===== config.mk =====
export PLATFORM = sky130hd
export DESIGN_NAME = mbe_ctrl
export DESIGN_NICKNAME = d
export VERILOG_FILES = /design/src/rtl/mbe_pkg.sv /design/src/rtl/mbe_ctrl.sv
export SDC_FILE = /design/constraint.sdc
export NUM_CORES = 1
export LEC_CHECK = 0
export ABC_CLOCK_PERIOD_IN_PS = 3600
export BUFFER_PORTS_ARGS = -buffer_cell sky130_fd_sc_hd__clkbuf_2
export CAP_MARGIN = 15
export CORE_AREA = 2 2 39 41
export CTS_BUF_LIST = sky130_fd_sc_hd__clkbuf_4 sky130_fd_sc_hd__clkbuf_8
export DETAILED_ROUTE_END_ITERATION = 10
export DIE_AREA = 0 0 41 43
export HOLD_SLACK_MARGIN = 0.03
export PLACE_DENSITY_LB_ADDON = 0.3
export SLEW_MARGIN = 10
export SYNTH_ARGS = -nofsm -noshare
export SYNTH_HDL_FRONTEND = slang
export SYNTH_SLANG_ARGS = --single-unit
export TNS_END_PERCENT = 5

===== constraint.sdc =====
create_clock -name i_clk -period 3.6 [get_ports i_clk]
set_input_delay 0.36 -clock i_clk [delete_from_list [all_inputs] [get_ports i_clk]]
set_output_delay 0.36 -clock i_clk [all_outputs]
set_load 0.005 [all_outputs]

===== src/rtl/mbe_pkg.sv =====
// Shared constants, register codes and controller/datapath handshake types.
package mbe_pkg;

    // Default geometry
    localparam int DEF_COORD_WIDTH = 10;
    localparam int DEF_FRAC_BITS   = 28;
    localparam int DEF_ITER_WIDTH  = 10;

    // Fixed field widths
    localparam int ORIGIN_W  = 10;
    localparam int COLOR_W   = 8;
    localparam int CFG_IDX_W = 2;

    // Register reset values
    localparam int RST_MAX_ITER   = 100;
    localparam int RST_ORIGIN_X   = 160;
    localparam int RST_ORIGIN_Y   = 100;
    localparam int RST_PIXEL_STEP = 3355443;

    // Configuration register indexes
    typedef enum logic [CFG_IDX_W-1:0] {
        CFG_MAX_ITER   = 2'd0,
        CFG_ORIGIN_X   = 2'd1,
        CFG_ORIGIN_Y   = 2'd2,
        CFG_PIXEL_STEP = 2'd3
    } t_cfg_idx;

    // Controller to datapath
    typedef struct packed {
        logic accept;
        logic init;
        logic mul;
        logic upd;
        logic div_load;
        logic div_step;
        logic out_load;
    } t_mbe_cmd;

    // Datapath to controller
    typedef struct packed {
        logic max_zero;
        logic escape;
        logic last_iter;
        logic out_free;
    } t_mbe_sts;

endpackage


===== src/rtl/mbe_ctrl.sv =====
// Sequencer: accept, iterate (multiply then update), divide, deliver.
module mbe_ctrl (
    input  logic              i_clk,
    input  logic              i_rst_n,
    input  logic              i_in_valid,
    output logic              o_in_ready,
    input  mbe_pkg::t_mbe_sts i_sts,
    output mbe_pkg::t_mbe_cmd o_cmd
);
    import mbe_pkg::*;

    localparam int BIT_W = $clog2(COLOR_W);

    typedef enum logic [2:0] {
        S_IDLE,
        S_INIT,
        S_MUL,
        S_UPD,
        S_DIV_LD,
        S_DIV,
        S_OUT
    } t_state;

    t_state           r_state, n_state;
    logic [BIT_W-1:0] r_bit, n_bit;
    logic             accept;

    assign o_in_ready = (r_state == S_IDLE);
    assign accept     = o_in_ready && i_in_valid;

    // Next state and quotient bit counter
    always_comb begin
        n_state = r_state;
        n_bit   = r_bit;
        unique case (r_state)
            S_IDLE: begin
                if (accept) n_state = S_INIT;
            end
            S_INIT: begin
                n_state = i_sts.max_zero ? S_OUT : S_MUL;
            end
            S_MUL: begin
                n_state = S_UPD;
            end
            S_UPD: begin
                if (i_sts.escape || i_sts.last_iter) n_state = S_DIV_LD;
                else                                 n_state = S_MUL;
            end
            S_DIV_LD: begin
                n_state = S_DIV;
                n_bit   = BIT_W'(COLOR_W - 1);
            end
            S_DIV: begin
                if (r_bit == '0) n_state = S_OUT;
                else             n_bit   = r_bit - BIT_W'(1);
            end
            S_OUT: begin
                if (i_sts.out_free) n_state = S_IDLE;
            end
            default: n_state = S_IDLE;
        endcase
    end

    // Hold state and counter
    always_ff @(posedge i_clk) begin
        if (!i_rst_n) begin
            r_state <= S_IDLE;
            r_bit   <= '0;
        end else begin
            r_state <= n_state;
            r_bit   <= n_bit;
        end
    end

    // Decode datapath commands from the state
    always_comb begin
        o_cmd          = '0;
        o_cmd.accept   = accept;
        o_cmd.init     = (r_state == S_INIT);
        o_cmd.mul      = (r_state == S_MUL);
        o_cmd.upd      = (r_state == S_UPD);
        o_cmd.div_load = (r_state == S_DIV_LD);
        o_cmd.div_step = (r_state == S_DIV);
        o_cmd.out_load = (r_state == S_OUT) && i_sts.out_free;
    end

    a_accept_init: assert property (@(posedge i_clk) disable iff (!i_rst_n)
        accept |=> r_state == S_INIT)
        else $error("accepted pixel did not start initialization");

    a_escape_div: assert property (@(posedge i_clk) disable iff (!i_rst_n)
        (r_state == S_UPD && i_sts.escape) |=> r_state == S_DIV_LD)
        else $error("escape did not end the iteration loop");

    a_div_done: assert property (@(posedge i_clk) disable iff (!i_rst_n)
        (r_state == S_DIV && r_bit == '0) |=> r_state == S_OUT)
        else $error("divider did not finish after the last quotient bit");

endmodule


==> results.yml <==
outcome:
  status: "finished, final reports clean"
synth:
  synth_xor_area_share_pct: 0
  syn-cell-area_sq_um: 451.7
  synthAdderAreaFrac_pct: 5.540
  synth_top_family_by_area: "simple AND/OR/NAND/NOR gates"
  syn_nets: 60
  syn-mean-instance-area_sq_um: 8.857
  synth_compound_area_share_pct: 23.82
  yosysUniqueCellTypes: 32
  yosysMostFrequentCell: "dfxtp_1"
  synthMuxAreaShare_pct: 0
  synth_edf_count: 0
  synthDominantCellAreaShare_pct: 26.59
  ys_ff_latch: 6
  synthCells: 51
  yosys.area_share.simple_pct: 34.07
  synth_area_leaders: "dfxtp_1 27%, ha_1 5.5%, and3b_1 3.9%"
  synthArstFlopShare_pct: 0
  yosysTopAreaCell: "dfxtp_1"
  synth_common_cells: "6 x dfxtp_1, 4 x inv_1, 3 x a21oi_1, 3 x buf_2"
  ys.flop_type: "dfxtp_1"
  yosysSeqAreaShare_pct: 26.59
  yosysWarnings: 0
setup_path:
  setup.worst_path.class: "flip-flop to primary output"
  arrival_ns: 1.32
  worstPathRequired_ns: 3.24
  critical_path.max_fanout: 17
  start_kind: "flip-flop"
  cp-end-kind: "primary output"
clock_network:
  clock-root-buffer: "clkbuf_4"
  hold_buffers: 0
  cts_tree: "built"
  cts_buffers: 3
  clk_pin_slew_worst_paths_ns: 0.05
  h-tree-depth: 1
  clock_path_buffers: 2
  cts.sinks: 6
  clk_latency_ns: 0.25
  ctsResizeCount: 0
  cts_setup_buffers: 0
route:
  dr.pass1.iters: 2
  drc: 0
  ant_nets: 0
  drtIter0Drc: 2
  wirelength_um: 865
  viasPerCell: 5.190
  wire_per_inst_um: 10.95
  vias: 410
final_layout:
  utilization_pct: 38.61
  nets: 74
  area_growth_pct: 18.28
  diodes: 0
  drive_gt1_share_pct: 36.51
  final_area_sq_um: 534.3
grt:
  use_met3_pct: 3.141
  antenna_found_initial: 0
  track_usage_pct: 12.66
  grt_max_degree: 18
  grt_pass1_wl_um: 1504
  grt.busiest_layer: "met1"
  use_met2_pct: 15.63
  grt_pass1_vias: 360
  grtUsageMet1_pct: 17.74
  grt-ovfl-total: 0
timing:
  worstMarginPinSlew_ns: 0.4567
  final.period_utilization_pct: 46.77
  setup_viol: 0
  hold_viol: 0
  setup_slack_ns: 1.916
  fin_worst_skew_ns: 0.008167
  slew_violations: 0
  slew_headroom_pct: 69.16
  rsz0062_at_grt: "false"
  fmax_mhz: 593.9
  finalSetupTns_ns: 0
  fin_crit_ns: 1.684
place:
  place_hpwl_um: 677.9
  place_area_sq_um: 511.7
  gp_congestion: 0.6686
  port_buffers: 14
  place_ws_ns: 2.154
floorplan:
  dieArea_sq_mm: 0.001763
  chipWidth_um: 41
  dieHeight_um: 43
  core_area_sq_mm: 0.001384
  row_count: 14
  initial_utilization_pct: 32.64
  ios: 15
power_and_ir_drop:
  power_mw: 0.3100
  power_density_mw_per_mm2: 580.3
  leakage_nw: 0.2451
  vdd_drop_max_mv: 0.2503
worst_hold_path:
  hold_path.class: "input port to flip-flop"
flow_run:
  cap_violations: 0
-- stage by stage --
stage               instances  hold WS [ns]
finish                     79        0.3759
global route               79        0.3728
CTS                        79        0.3651
detailed placement         76        0.4650
global placement           76        0.4735
floorplan                  51        0.4359
-- kinds of logic (layout without fill, tap and decap cells) --
logic type / count (synthesis) / in the layout
buf+inv: 9 / 21
simple gates: 20 / 20
flops: 6 / 6
compound gates: 14 / 14
fa+ha+maj: 2 / 2
-- where the power goes --
| group | switching (mW) | internal [mW] |
|---|---|---|
| logic | 0.0541 | 0.0705 |
| clock network | 0.0236 | 0.0377 |
| registers | 0.0397 | 0.0843 |
-- per-layer routing --
metal | vias to the layer above | wire [um]
li1 | 214 | -
met1 | 184 | 420
met2 | 10 | 386
met4 | 0 | 10
met5 | - | 0
met3 | 2 | 47
-- cell usage in the layout (no fill, tap or decap) --
master and count:
and4b_1 1, ha_1 2, nor3b_1 2, o31ai_1 1, a21oi_1 3, or2_2 1
clkbuf_4 3, inv_1 4, a21oi_2 1, dfxtp_1 6, nor2_1 1, nand3_1 2
nand2_1 1, o211ai_1 1, o211a_1 1, nor3b_2 1, o311a_1 1, nand2b_1 1
nand3b_1 1, and2_4 1, o41ai_1 1, and2_1 1, a211oi_1 2, and3b_4 1
a2bb2oi_1 1, o21bai_1 1, nor4b_2 1, nor3_1 2, or3b_1 1, a211o_1 1
and3b_1 2, clkbuf_2 14
-- flip-flops by register name, summed over array words and instances, names as in the netlist --
register,count
r_bit,3
r_state,3
-- final timing paths --
kind                            endpoint       start  cells after the start  slack (ns)
worst min register to register  r_bit[0]    r_bit[0]                      1        0.48
worst max-delay path            o_cmd[2]  r_state[2]                      2        1.92
worst min-delay path            r_bit[1]     i_rst_n                      2        0.38
worst max register to register  r_bit[2]    r_bit[0]                      5        2.16
-- critical path, stage by stage (launching register included) --
cell and delay [ns]:
dfxtp_1 0.60, nor3b_2 0.32, clkbuf_2 0.16
-- area by class of cell --
type / instances / area [sq um]
well taps: 16 / 20.02
fillers: 152 / 849.6
flip-flops and latches: 6 / 120.1
clock buffers: 3 / 22.52
multi-input cells: 36 / 286.5
inverters: 4 / 15.01
repair buffers: 14 / 70.07
Note: power is estimated with default switching activity, not from simulation.
