[config.mk]
export PLATFORM = sky130hd
export DESIGN_NAME = mbe_cfg_regs_flat
export DESIGN_NICKNAME = d
export VERILOG_FILES = /design/src/rtl/mbe_pkg.sv /design/src/rtl/mbe_if.sv /design/src/rtl/mbe_cfg_regs.sv /design/src/flat_wrapper.sv
export SDC_FILE = /design/constraint.sdc
export NUM_CORES = 1
export LEC_CHECK = 0
export BUFFER_PORTS_ARGS = -buffer_cell sky130_fd_sc_hd__buf_2
export CORE_MARGIN = 5
export CORE_UTILIZATION = 43
export CTS_CLUSTER_DIAMETER = 50
export CTS_CLUSTER_SIZE = 28
export DETAILED_ROUTE_END_ITERATION = 10
export PLACE_DENSITY = 0.72
export SLEW_MARGIN = 20
export SYNTH_ARGS = -nofsm -noshare
export SYNTH_HDL_FRONTEND = slang
export SYNTH_SLANG_ARGS = --single-unit
[constraint.sdc]
create_clock -name i_clk -period 1 [get_ports i_clk]
set_clock_uncertainty 0.05 [all_clocks]
set_input_delay 0.1 -clock i_clk [delete_from_list [all_inputs] [get_ports i_clk]]
set_output_delay 0.1 -clock i_clk [all_outputs]
set_load 0.05 [all_outputs]
[src/rtl/mbe_pkg.sv]
// Shared constants, register codes and controller/datapath handshake types.
package mbe_pkg;

    // Default geometry
    localparam int DEF_COORD_WIDTH = 10;
    localparam int DEF_FRAC_BITS   = 28;
    localparam int DEF_ITER_WIDTH  = 10;

    // Fixed field widths
    localparam int ORIGIN_W  = 10;
    localparam int COLOR_W   = 8;
    localparam int CFG_IDX_W = 2;

    // Register reset values
    localparam int RST_MAX_ITER   = 100;
    localparam int RST_ORIGIN_X   = 160;
    localparam int RST_ORIGIN_Y   = 100;
    localparam int RST_PIXEL_STEP = 3355443;

    // Configuration register indexes
    typedef enum logic [CFG_IDX_W-1:0] {
        CFG_MAX_ITER   = 2'd0,
        CFG_ORIGIN_X   = 2'd1,
        CFG_ORIGIN_Y   = 2'd2,
        CFG_PIXEL_STEP = 2'd3
    } t_cfg_idx;

    // Controller to datapath
    typedef struct packed {
        logic accept;
        logic init;
        logic mul;
        logic upd;
        logic div_load;
        logic div_step;
        logic out_load;
    } t_mbe_cmd;

    // Datapath to controller
    typedef struct packed {
        logic max_zero;
        logic escape;
        logic last_iter;
        logic out_free;
    } t_mbe_sts;

endpackage

[src/rtl/mbe_if.sv]


interface mbe_cfg_if #(
    parameter int DATA_W = mbe_pkg::DEF_FRAC_BITS + 1
);
    logic                          valid;
    logic                          ready;
    logic [mbe_pkg::CFG_IDX_W-1:0] index;
    logic [DATA_W-1:0]             data;

    modport source (output valid, index, data, input ready);
    modport sink   (input valid, index, data, output ready);
endinterface

[src/rtl/mbe_cfg_regs.sv]
// Configuration register bank: iteration limit, origin and pixel step.
module mbe_cfg_regs #(
    parameter int FRAC_BITS  = mbe_pkg::DEF_FRAC_BITS,
    parameter int ITER_WIDTH = mbe_pkg::DEF_ITER_WIDTH
) (
    input  logic                           i_clk,
    input  logic                           i_rst_n,
    mbe_cfg_if.sink                        i_cfg,
    output logic [ITER_WIDTH-1:0]          o_max_iter,
    output logic [mbe_pkg::ORIGIN_W-1:0]   o_origin_x,
    output logic [mbe_pkg::ORIGIN_W-1:0]   o_origin_y,
    output logic [FRAC_BITS:0]             o_pixel_step
);
    import mbe_pkg::*;

    localparam int STEP_W = FRAC_BITS + 1;

    logic [ITER_WIDTH-1:0] r_max_iter;
    logic [ORIGIN_W-1:0]   r_origin_x;
    logic [ORIGIN_W-1:0]   r_origin_y;
    logic [STEP_W-1:0]     r_pixel_step;

    // Always able to take a write
    assign i_cfg.ready = 1'b1;

    // Decode the index and update the addressed register on a transfer
    always_ff @(posedge i_clk) begin
        if (!i_rst_n) begin
            r_max_iter   <= ITER_WIDTH'(RST_MAX_ITER);
            r_origin_x   <= ORIGIN_W'(RST_ORIGIN_X);
            r_origin_y   <= ORIGIN_W'(RST_ORIGIN_Y);
            r_pixel_step <= STEP_W'(RST_PIXEL_STEP);
        end else if (i_cfg.valid) begin
            unique case (t_cfg_idx'(i_cfg.index))
                CFG_MAX_ITER:   r_max_iter   <= i_cfg.data[ITER_WIDTH-1:0];
                CFG_ORIGIN_X:   r_origin_x   <= i_cfg.data[ORIGIN_W-1:0];
                CFG_ORIGIN_Y:   r_origin_y   <= i_cfg.data[ORIGIN_W-1:0];
                CFG_PIXEL_STEP: r_pixel_step <= i_cfg.data[STEP_W-1:0];
            endcase
        end
    end

    assign o_max_iter   = r_max_iter;
    assign o_origin_x   = r_origin_x;
    assign o_origin_y   = r_origin_y;
    assign o_pixel_step = r_pixel_step;

endmodule

[src/flat_wrapper.sv]
// flat-port wrapper written by rule: the top's interface ports become plain ports
module mbe_cfg_regs_flat import mbe_pkg::*;
#(
    parameter int FRAC_BITS  = mbe_pkg::DEF_FRAC_BITS,
    parameter int ITER_WIDTH = mbe_pkg::DEF_ITER_WIDTH
)
  (i_clk, i_rst_n, o_max_iter, o_origin_x, o_origin_y, o_pixel_step, i_cfg_valid, i_cfg_index, i_cfg_data, i_cfg_ready);
  mbe_cfg_if i_cfg_i ();
  input  logic i_clk;
  input  logic i_rst_n;
  output logic [ITER_WIDTH-1:0] o_max_iter;
  output logic [mbe_pkg::ORIGIN_W-1:0] o_origin_x;
  output logic [mbe_pkg::ORIGIN_W-1:0] o_origin_y;
  output logic [FRAC_BITS:0] o_pixel_step;
  input wire logic [$bits(i_cfg_i.valid)-1:0] i_cfg_valid;
  input wire logic [$bits(i_cfg_i.index)-1:0] i_cfg_index;
  input wire logic [$bits(i_cfg_i.data)-1:0] i_cfg_data;
  output wire logic [$bits(i_cfg_i.ready)-1:0] i_cfg_ready;
  assign i_cfg_i.valid = i_cfg_valid;
  assign i_cfg_i.index = i_cfg_index;
  assign i_cfg_i.data = i_cfg_data;
  assign i_cfg_ready = i_cfg_i.ready;
  mbe_cfg_regs #(.FRAC_BITS(FRAC_BITS), .ITER_WIDTH(ITER_WIDTH)) u_core (.i_clk(i_clk), .i_rst_n(i_rst_n), .i_cfg(i_cfg_i), .o_max_iter(o_max_iter), .o_origin_x(o_origin_x), .o_origin_y(o_origin_y), .o_pixel_step(o_pixel_step));
endmodule
==> metrics.yaml <==
synth:
  netlist_area_um2: 2350
  synth-seq-cells: 59
  synth_top_area_share: 0.502
  yosysTopAreaCell: "dfxtp_1"
  yosys_warnings: 0
  ys_types: 20
  synth_area_per_cell_um2: 9.73
  synthCells: 242
  ys_seq_area_frac: 0.502
  synthTopCellsByArea: "dfxtp_1, mux2i_1, nand2_1, o211ai_1, nand4_1"
  syn_nets: 276
setup_path:
  crit_start: "u_core.o_pixel_step[2]$_SDFFE_PN0P_"
  crit_type: "register to primary output"
  crit_family: "flip-flops"
  crit_fanout: 2
  r2r-end: "u_core.o_origin_y[1]$_SDFFE_PN0P_"
  start_kind: "register"
  r2r_start: "u_core.o_origin_y[1]$_SDFFE_PN0P_"
  cp.arrival_ns: 0.85
  required_ns: 0.85
  r2r_setup_slack_ns: 0.21
  cp-endpoint: "o_pixel_step[2]"
  cp-end-kind: "primary output"
  critical_path_buf_inv_count: 1
  cp_slowest_stage_delay_ns: 0.37
  critical-path-slowest-cell: "dfxtp_2"
  path_depth: 1
  crit_path_cell_trace: "buf_8"
  worst-r2r-cell-count: 3
global_routing:
  grt_pass1_vias: 2209
  grt_pass1_wl_um: 10900
  grt_max_degree: 31
  grt_use_total: 0.195
  grt-ovfl-total: 0
  antenna_found_initial: 0
cts:
  path_clk_slew_ns: 0.07
  cts-root-buf: "clkbuf_8"
  htreeDepth: 3
  clock_sinks: 59
  cts_inserted_buffers: 9
  clock_latency_ns: 0.33
  tritoncts: "done"
  cts_buffer_depth: 2
detailed_routing:
  route.detailed.drc: 0
  drtPass1Iterations: 4
  vias: 2174
  ant_nets: 0
  drt-total-wl_um: 6960
  wire_per_inst_um: 15.8
  drt_iter0_markers: 75
  vias_per_cell: 4.94
status:
  violations: "setup timing"
  status: "finished, violations left"
timing:
  finalCritPeriodShare: 1.00
  fin_crit_ns: 1.00
  fmax_mhz: 995
  finalSetupViolCount: 2
  slew_viol_final: 0
  rsz0062_at_grt: "yes"
  hold_viol: 0
  timing.final.ws_setup_ns: -0.00482
die:
  die_x_um: 84.0
  core_area_um2: 5410
  row_count: 27
  io-pin-count: 94
  die_h_um: 84.0
  initial_core_util: 0.435
  dieArea_um2: 7050
placement:
  portBuffers: 92
  place_congestion: 0.797
  hpwl_um: 4160
  placed_area_um2: 2950
  pre_cts_slack_ns: -0.0512
final_layout:
  area_growth_pct: 67.7
  nets: 397
  drive_gt1_frac: 0.514
  final_cell_area_um2: 3950
  diodes: 0
power_and_ir_drop:
  pwr_density_cell_nw_per_um2: 1450
  ir_worst_vdd_mv: 0.988
  power_uw: 5740
  p_leak_uw: 0.00183
hold_path:
  hp-start: "i_cfg_data[17]"
  hold_depth: 3
  worst_hold_path_type: "input port to register"
job:
  drv_cap: 0
-- cells in the mapped netlist, drive strengths merged --
cell type / instances
and4b: 1
dfxtp: 59
nand3: 1
a211o: 1
clkbuf: 7
o211ai: 11
buf: 15
conb: 1
nor2b: 11
nand2: 61
nand3b: 2
nand4: 11
nor3b: 1
and3: 1
mux2i: 47
inv: 12
-- placed cells by master, fill, tap and decap left out --
cell type	synthesis	routed
o211ai_2	1	1
inv_1	12	12
nand4_1	11	11
clkbuf_8	0	9
buf_8	1	35
clkinv_4	0	1
o211ai_1	10	10
dlygate4sd3_1	0	20
bufinv_16	0	1
a211o_1	1	1
buf_4	2	15
buf_2	8	33
clkinv_2	0	2
clkinvlp_4	0	1
nand3_1	1	1
buf_12	0	5
and4b_1	1	1
and3_4	1	1
nor3b_2	0	1
buf_6	4	24
conb_1	1	1
nand3b_1	2	2
clkbuf_1	7	1
nor2b_1	11	11
dfxtp_2	0	59
inv_6	0	1
mux2i_1	47	47
nand2_1	61	61
-- power by group --
| part | switching [µW] | internal (µW) | total [µW] |
|---|---|---|---|
| Clock | 967 | 1150 | 2120 |
| Sequential | 77.6 | 2460 | 2540 |
| Combinational | 608 | 470 | 1080 |
| Total | 1650 | 4080 | 5740 |
-- area by class of cell --
cell class / instances / area, µm²
Sequential cell: 59 / 1250
Tap cell: 72 / 90.1
Fill cell: 361 / 1460
Clock buffer: 10 / 128
Timing Repair Buffer: 132 / 1370
Multi-Input combinational cell: 149 / 991
Clock inverter: 6 / 65.1
Inverter: 12 / 45.0
-- state kept, by name (all words and copies together), names as in the netlist --
name                 count
u_core.o_origin_y       10
u_core.o_pixel_step     29
u_core.o_max_iter       10
u_core.o_origin_x       10
-- metal layers --
layer | global-route usage | share of wire | up-vias | wire length (µm)
li1 | - | - | 1047 | -
met1 | 0.208 | 0.38 | 1017 | 2640
met2 | 0.346 | 0.54 | 93 | 3750
met3 | 0.0573 | 0.058 | 17 | 404
met4 | 0.0980 | 0.023 | 0 | 162
met5 | 0 | 0 | - | 0
-- cell families after synthesis --
kind of cell / Yosys count / synth area share
other: 1 / 0.00159
AO/OA/AOI/OAI: 12 / 0.0409
multiplexers: 47 / 0.200
AND/OR/NAND/NOR: 89 / 0.177
buffers and inverters: 34 / 0.0792
flip-flops: 59 / 0.502
-- worst min-delay path by stage --
| stage | end | slack [ns] |
|---|---|---|
| after global placement | u_core.o_pixel_step[28]$_SDFFE_PN0P_ | 0.30 |
| after global routing | u_core.o_pixel_step[0]$_SDFFE_PN1P_ | 0.02 |
| final | u_core.o_pixel_step[17]$_SDFFE_PN1P_ | 0.008 |
| after CTS | u_core.o_pixel_step[21]$_SDFFE_PN1P_ | 0.0008 |
| after detailed placement | u_core.o_pixel_step[26]$_SDFFE_PN0P_ | 0.31 |
| after floorplan | u_core.o_pixel_step[10]$_SDFFE_PN0P_ | 0.19 |
-- repair_timing --
item | 4_1_cts | 5_1_grt
hold buffers | 20 | 0
endpoints found under the hold margin | 20 | 0
setup endpoints to repair | 59 | 46
gates resized for setup | 176 | 36
setup buffers | 0 | 4
-- per-stage QoR --
stage / setup TNS (ns) / instances / hold WS, ns / utilization
6_report: -0.00501 / 440 / 0.00832 / 0.730
5_1_grt: -0.389 / 440 / 0.0168 / 0.730
4_1_cts: -0.0147 / 436 / 0.000841 / 0.702
3_5_place_dp: -0.561 / 400 / 0.307 / 0.546
3_3_place_gp: -0.105 / 400 / 0.298 / 0.546
2_1_floorplan: 0 / 242 / 0.192 / -
No activity file was read; power rests on OpenSTA's default activity.
